**src/rtl/tssc_pkg.sv**
```systemverilog
// Shared types and constants for the ternary search spacing cost block.
package tssc_pkg;

    localparam int POINT_W = 30;
    localparam int COST_W  = 52;
    localparam int DATA_W  = 32;
    localparam int PADDR_W = 3;

    localparam logic REG_IDX_SEEK_MAX = 1'b0;

    localparam logic [31:0] DIV3_K  = 32'hAAAA_AAAB;
    localparam int          DIV3_SH = 33;

    typedef enum logic [1:0] {
        OP_P,
        OP_Q,
        OP_D
    } t_opsel;

    typedef struct packed {
        logic   load;
        logic   srch_init;
        logic   div;
        logic   split;
        logic   eval_start;
        t_opsel eval_sel;
        logic   save_cp;
        logic   decide;
        logic   scan_init;
        logic   scan_take;
        logic   scan_next;
        logic   finish;
    } t_cmd;

    typedef struct packed {
        logic eval_busy;
        logic wide;
        logic scan_end;
    } t_stat;

endpackage

```
**src/rtl/tssc_ctrl.sv**
```systemverilog
// Sequencing state machine for point loading, ternary narrowing and final scan.
module tssc_ctrl (
    input  logic           i_clk,
    input  logic           i_rst_n,
    input  logic           i_start,
    input  logic           i_last_point,
    input  tssc_pkg::t_stat i_stat,
    output tssc_pkg::t_cmd  o_cmd,
    output logic           o_busy
);

    typedef enum logic [3:0] {
        S_IDLE,
        S_INIT,
        S_CHECK,
        S_DIV,
        S_SPLIT,
        S_EVP,
        S_WAITP,
        S_EVQ,
        S_WAITQ,
        S_SCAN0,
        S_SEV,
        S_SWAIT,
        S_DONE
    } t_state;

    t_state r_state;
    t_state n_state;

    always_comb begin
        n_state = r_state;
        o_cmd   = '0;
        o_cmd.eval_sel = tssc_pkg::OP_P;
        unique case (r_state)
            S_IDLE: begin
                if (i_start) begin
                    o_cmd.load = 1'b1;
                    if (i_last_point) begin
                        n_state = S_INIT;
                    end
                end
            end
            S_INIT: begin
                o_cmd.srch_init = 1'b1;
                n_state = S_CHECK;
            end
            S_CHECK: begin
                n_state = i_stat.wide ? S_DIV : S_SCAN0;
            end
            S_DIV: begin
                o_cmd.div = 1'b1;
                n_state = S_SPLIT;
            end
            S_SPLIT: begin
                o_cmd.split = 1'b1;
                n_state = S_EVP;
            end
            S_EVP: begin
                o_cmd.eval_start = 1'b1;
                o_cmd.eval_sel   = tssc_pkg::OP_P;
                n_state = S_WAITP;
            end
            S_WAITP: begin
                if (!i_stat.eval_busy) begin
                    o_cmd.save_cp = 1'b1;
                    n_state = S_EVQ;
                end
            end
            S_EVQ: begin
                o_cmd.eval_start = 1'b1;
                o_cmd.eval_sel   = tssc_pkg::OP_Q;
                n_state = S_WAITQ;
            end
            S_WAITQ: begin
                if (!i_stat.eval_busy) begin
                    o_cmd.decide = 1'b1;
                    n_state = S_CHECK;
                end
            end
            S_SCAN0: begin
                o_cmd.scan_init = 1'b1;
                n_state = S_SEV;
            end
            S_SEV: begin
                o_cmd.eval_start = 1'b1;
                o_cmd.eval_sel   = tssc_pkg::OP_D;
                n_state = S_SWAIT;
            end
            S_SWAIT: begin
                if (!i_stat.eval_busy) begin
                    o_cmd.scan_take = 1'b1;
                    if (i_stat.scan_end) begin
                        n_state = S_DONE;
                    end else begin
                        o_cmd.scan_next = 1'b1;
                        n_state = S_SEV;
                    end
                end
            end
            S_DONE: begin
                o_cmd.finish = 1'b1;
                n_state = S_IDLE;
            end
            default: begin
                n_state = S_IDLE;
            end
        endcase
    end

    always_ff @(posedge i_clk) begin
        if (!i_rst_n) begin
            r_state <= S_IDLE;
        end else begin
            r_state <= n_state;
        end
    end

    assign o_busy = (r_state != S_IDLE);

endmodule

```
**config.mk**
```make
export PLATFORM = sky130hd
export DESIGN_NAME = tssc_ctrl
export DESIGN_NICKNAME = d
export VERILOG_FILES = /design/src/rtl/tssc_pkg.sv /design/src/rtl/tssc_ctrl.sv
export SDC_FILE = /design/constraint.sdc
export NUM_CORES = 1
export LEC_CHECK = 0
export ABC_AREA = 1
export BUFFER_PORTS_ARGS = -buffer_cell sky130_fd_sc_hd__buf_2
export CAP_MARGIN = 20
export CORE_AREA = 4 4 41 43
export DETAILED_ROUTE_END_ITERATION = 10
export DIE_AREA = 0 0 45 47
export PLACE_DENSITY = 0.62
export SLEW_MARGIN = 20
export SYNTH_ARGS = -nofsm -noshare
export SYNTH_HDL_FRONTEND = slang
export SYNTH_SLANG_ARGS = --single-unit
```
**constraint.sdc**
```tcl
create_clock -name i_clk -period 1.33 [get_ports i_clk]
set_input_delay 0.133 -clock i_clk [delete_from_list [all_inputs] [get_ports i_clk]]
set_output_delay 0.133 -clock i_clk [all_outputs]
set_load 0.1 [all_outputs]
```
==> reports/results.md <==
* **sequential share of power** 10.1%
* **peak supply drop** 1.64 mV
* **total chip power** 2.61 mW
* **Largest stage delay, worst path** 0.35 ns
* **largest registers in the final layout** r_state (4)
* **DIE HEIGHT** 47 um
* **clock tree root buffer cell** clkbuf_4
* **routed vias** 694
* **number of antenna violations at the first check in global routing** 0
* **dominant delay contributor by cell family on the critical path** buffers and inverters
* **Max Clock Freq** 664 MHz
* **cell area after placement** 896 sq um
* **maximum number of pins on one net before global-route repair** 7
* **total global-route track usage** 16.7%
* **total non-filler cell area in the finished layout** 1150 sq um
* **top cells by area, synth** dfxtp_1 19%, nor2_1 16%, nand2_1 15%, nand3_1 7.0%, nand2_2 5.8%
* **total congestion overflow after global routing** 0
* **critical path endpoint category** output pin
* **number of filler cells placed in the layout** 67
* **unrepaired setup endpoints after global routing** yes
* **top register by number of flip-flops** r_state
* **I/O pin count** 21
* **Hold Crit Class** input pin to flip-flop
* **synthesis-stage register bit count** 4
* **maximum fanout encountered on the critical timing path** 4
* **final number of setup-violating endpoints** 14
* **Internal** 1.17 mW
* **Site Rows** 13
* **outcome** complete, but fails checks
* **area of the mapped netlist** 429 sq um
* **floorplan die area** 2120 sq um
* **die outline width** 45 um
* **max-slew violation count** 0
* **kind of critical path** flip-flop to output pin
* **count of endpoints failing hold in the final timing report** 0
* **actual slew at the worst max-slew pin** 0.275 ns
* **Post-Synthesis Net Count** 84
* **clock-pin slew of the registers on the worst-case setup and hold paths** 0.04 ns
* **clock network fraction of total power** 5.8%
* **final total negative setup slack** -1.20 ns
* **count of yosys warnings during synthesis** 0
* **Max-slew headroom** 81.7%
* **TritonCTS sink count** 4
* **number of port buffers** 20
* **Worst R2R Setup Slack** -0.02 ns
* **routed wire length** 1.98 mm
* **portion of the post-synthesis area used by sequential elements** 18.7%
* **leakage power** 0.522 nW
* **final worst clock skew** 0.00356 ns
* **switching power** 1.44 mW
* **number of max-cap violations** 0
* **cell count after synthesis** 77
* **power density over the cells** 2260 nW/um^2
* **Bufs on Longest Clock Path** 2
* **cell type contributing the most total cell area after synthesis** dfxtp_1
* **initial core utilization** 33.0%
* **routed len/inst** 14.6 um
* **cell occurring most often along the worst timing path** nor2_4
* **cell type of the slowest stage on the worst timing path** dfxtp_4
* **Post-layout nets** 129
* **Worst setup SP type** flip-flop
* **worst setup margin** -0.175 ns
* **iteration count of the initial detailed-routing pass** 4
* **CP Data Arrival Time** 1.37 ns
* **post-detail-place hpwl** 1.23 mm
* **Logic pwr share** 84.1%
* **count of different cell masters after synthesis** 18
* **TritonCTS clock tree** yes
* **share of the synthesized area in the top cell type** 18.7%
* **count of antenna-violating nets left after detailed routing** 0
* **insertion delay to the later sink of the worst-skew pair** 0.24 ns
* **failing checks** negative setup slack
* **Iter 0 DRT Violations** 12
* **cells along the critical path** buf_4 > nor2_4 > nand2_4 > buf_6 > nor2_4 > buf_12
* **Core Footprint** 1300 sq um
* **share of post-route cells with drive strength above 1** 72.5%
* **H-Tree Depth** 1
* **number of buffers created by CTS** 3
* **number of antenna cells inserted** 0
* **vias in the first global route** 614
* **global-route wire length before repair** 2.55 mm
* **post-placement setup slack** 0.0614 ns
* **footprint of the flip-flops and latches** 95.1 sq um
* **average cell area after synthesis** 5.57 sq um
* **footprint of the multi-input gates** 463 sq um
* **final period utilization** 113%
* **fraction of power spent switching nets** 55.3%
* **Buffers & Inverters on Critical Path** 3
* **minimum clock period** 1.51 ns
* **layout overhead on the synthesized area** 169%
* **Worst Path Required** 1.20 ns
* **Post-route DRC** 0
* **max FFs per register** 4
* **DR vias/cell** 5.14
* **placer's final routability congestion estimate** 0.902
[layer usage]
layer	GRT usage, %	wire length, um	vias up
met2	28.2	1010	27
met1	19.0	844	340
met4	5.85	8	0
met5	0	0	-
li1	-	-	325
met3	6.90	111	2
[Yosys cell counts, drive strengths merged]
master  count
nand3       7
nand2      23
nand4       1
inv        11
clkinv      1
o31ai       1
nor3        2
o22ai       1
a21oi       2
nor2       23
dfxtp       4
a21boi      1
[cell usage in the layout, fill, tap and decap left out, drive strengths merged]
master    netlist  layout
nor2           23      23
nor3            2       2
clkbuf          0       3
inv            11       9
a21oi           2       2
o31ai           1       1
nand3           7       7
clkinv          1       1
a21boi          1       1
buf             0      40
o22ai           1       1
nand2          23      23
clkinvlp        0       2
dfxtp           4       4
nand4           1       1
[stage by stage]
stage | instances | hold WS, ns | utilization [%]
after floorplan | 77 | 0.246 | -
after global placement | 114 | 0.388 | 68.8
after detailed placement | 114 | 0.391 | 68.8
after CTS | 124 | 0.143 | 75.2
after global routing | 135 | 0.152 | 88.7
final | 135 | 0.149 | 88.7
[final cells by class]
cell class	count	area share, %
repair buffers	40	42.2
multi-input cells	61	40.1
flip-flops and latches	4	8.24
inverters	12	5.86
clock buffers	3	1.95
well taps	15	1.63
[cell families after synthesis]
group / synth area share [%]
buf+inv: 10.8
flops: 18.7
simple gates: 63.3
compound gates: 7.29
[power groups by stage]
stage	logic, mW	clock network, mW	registers, mW
2_1_floorplan	1.15	0	0.237
3_3_place_gp	1.60	0	0.247
3_5_place_dp	1.62	0	0.249
4_1_cts	1.83	0.157	0.242
5_1_grt	2.32	0.169	0.269
6_report	2.19	0.152	0.263
[what timing repair did]
item | CTS | global route
hold buffers | 0 | 0
pin swaps | 4 | 13
buffers inserted | 7 | 12
endpoints found under the setup margin | 12 | 16
gates resized for setup | 3 | 26
endpoints found under the hold margin | 0 | 0
[worst register-to-register path: stages (launching register included)]
cell and delay (ns):
dfxtp_4 0.35, buf_4 0.14, nor2_4 0.12, buf_4 0.13
nand2_2 0.08, nand3_4 0.10, nand2_4 0.07, nand2_4 0.09
nand2_1 0.05, nand2_1 0.06, nor2_1 0.04
[final timing paths]
| path | from | endpoint | cells past startpoint |
|---|---|---|---|
| setup reg to reg | r_state[2] | r_state[1] | 10 |
| hold / removal | i_rst_n | r_state[0] | 3 |
| hold reg to reg | r_state[1] | r_state[1] | 4 |
| setup / recovery | r_state[2] | o_cmd[2] | 6 |
Power figures use the tool's default switching activity.
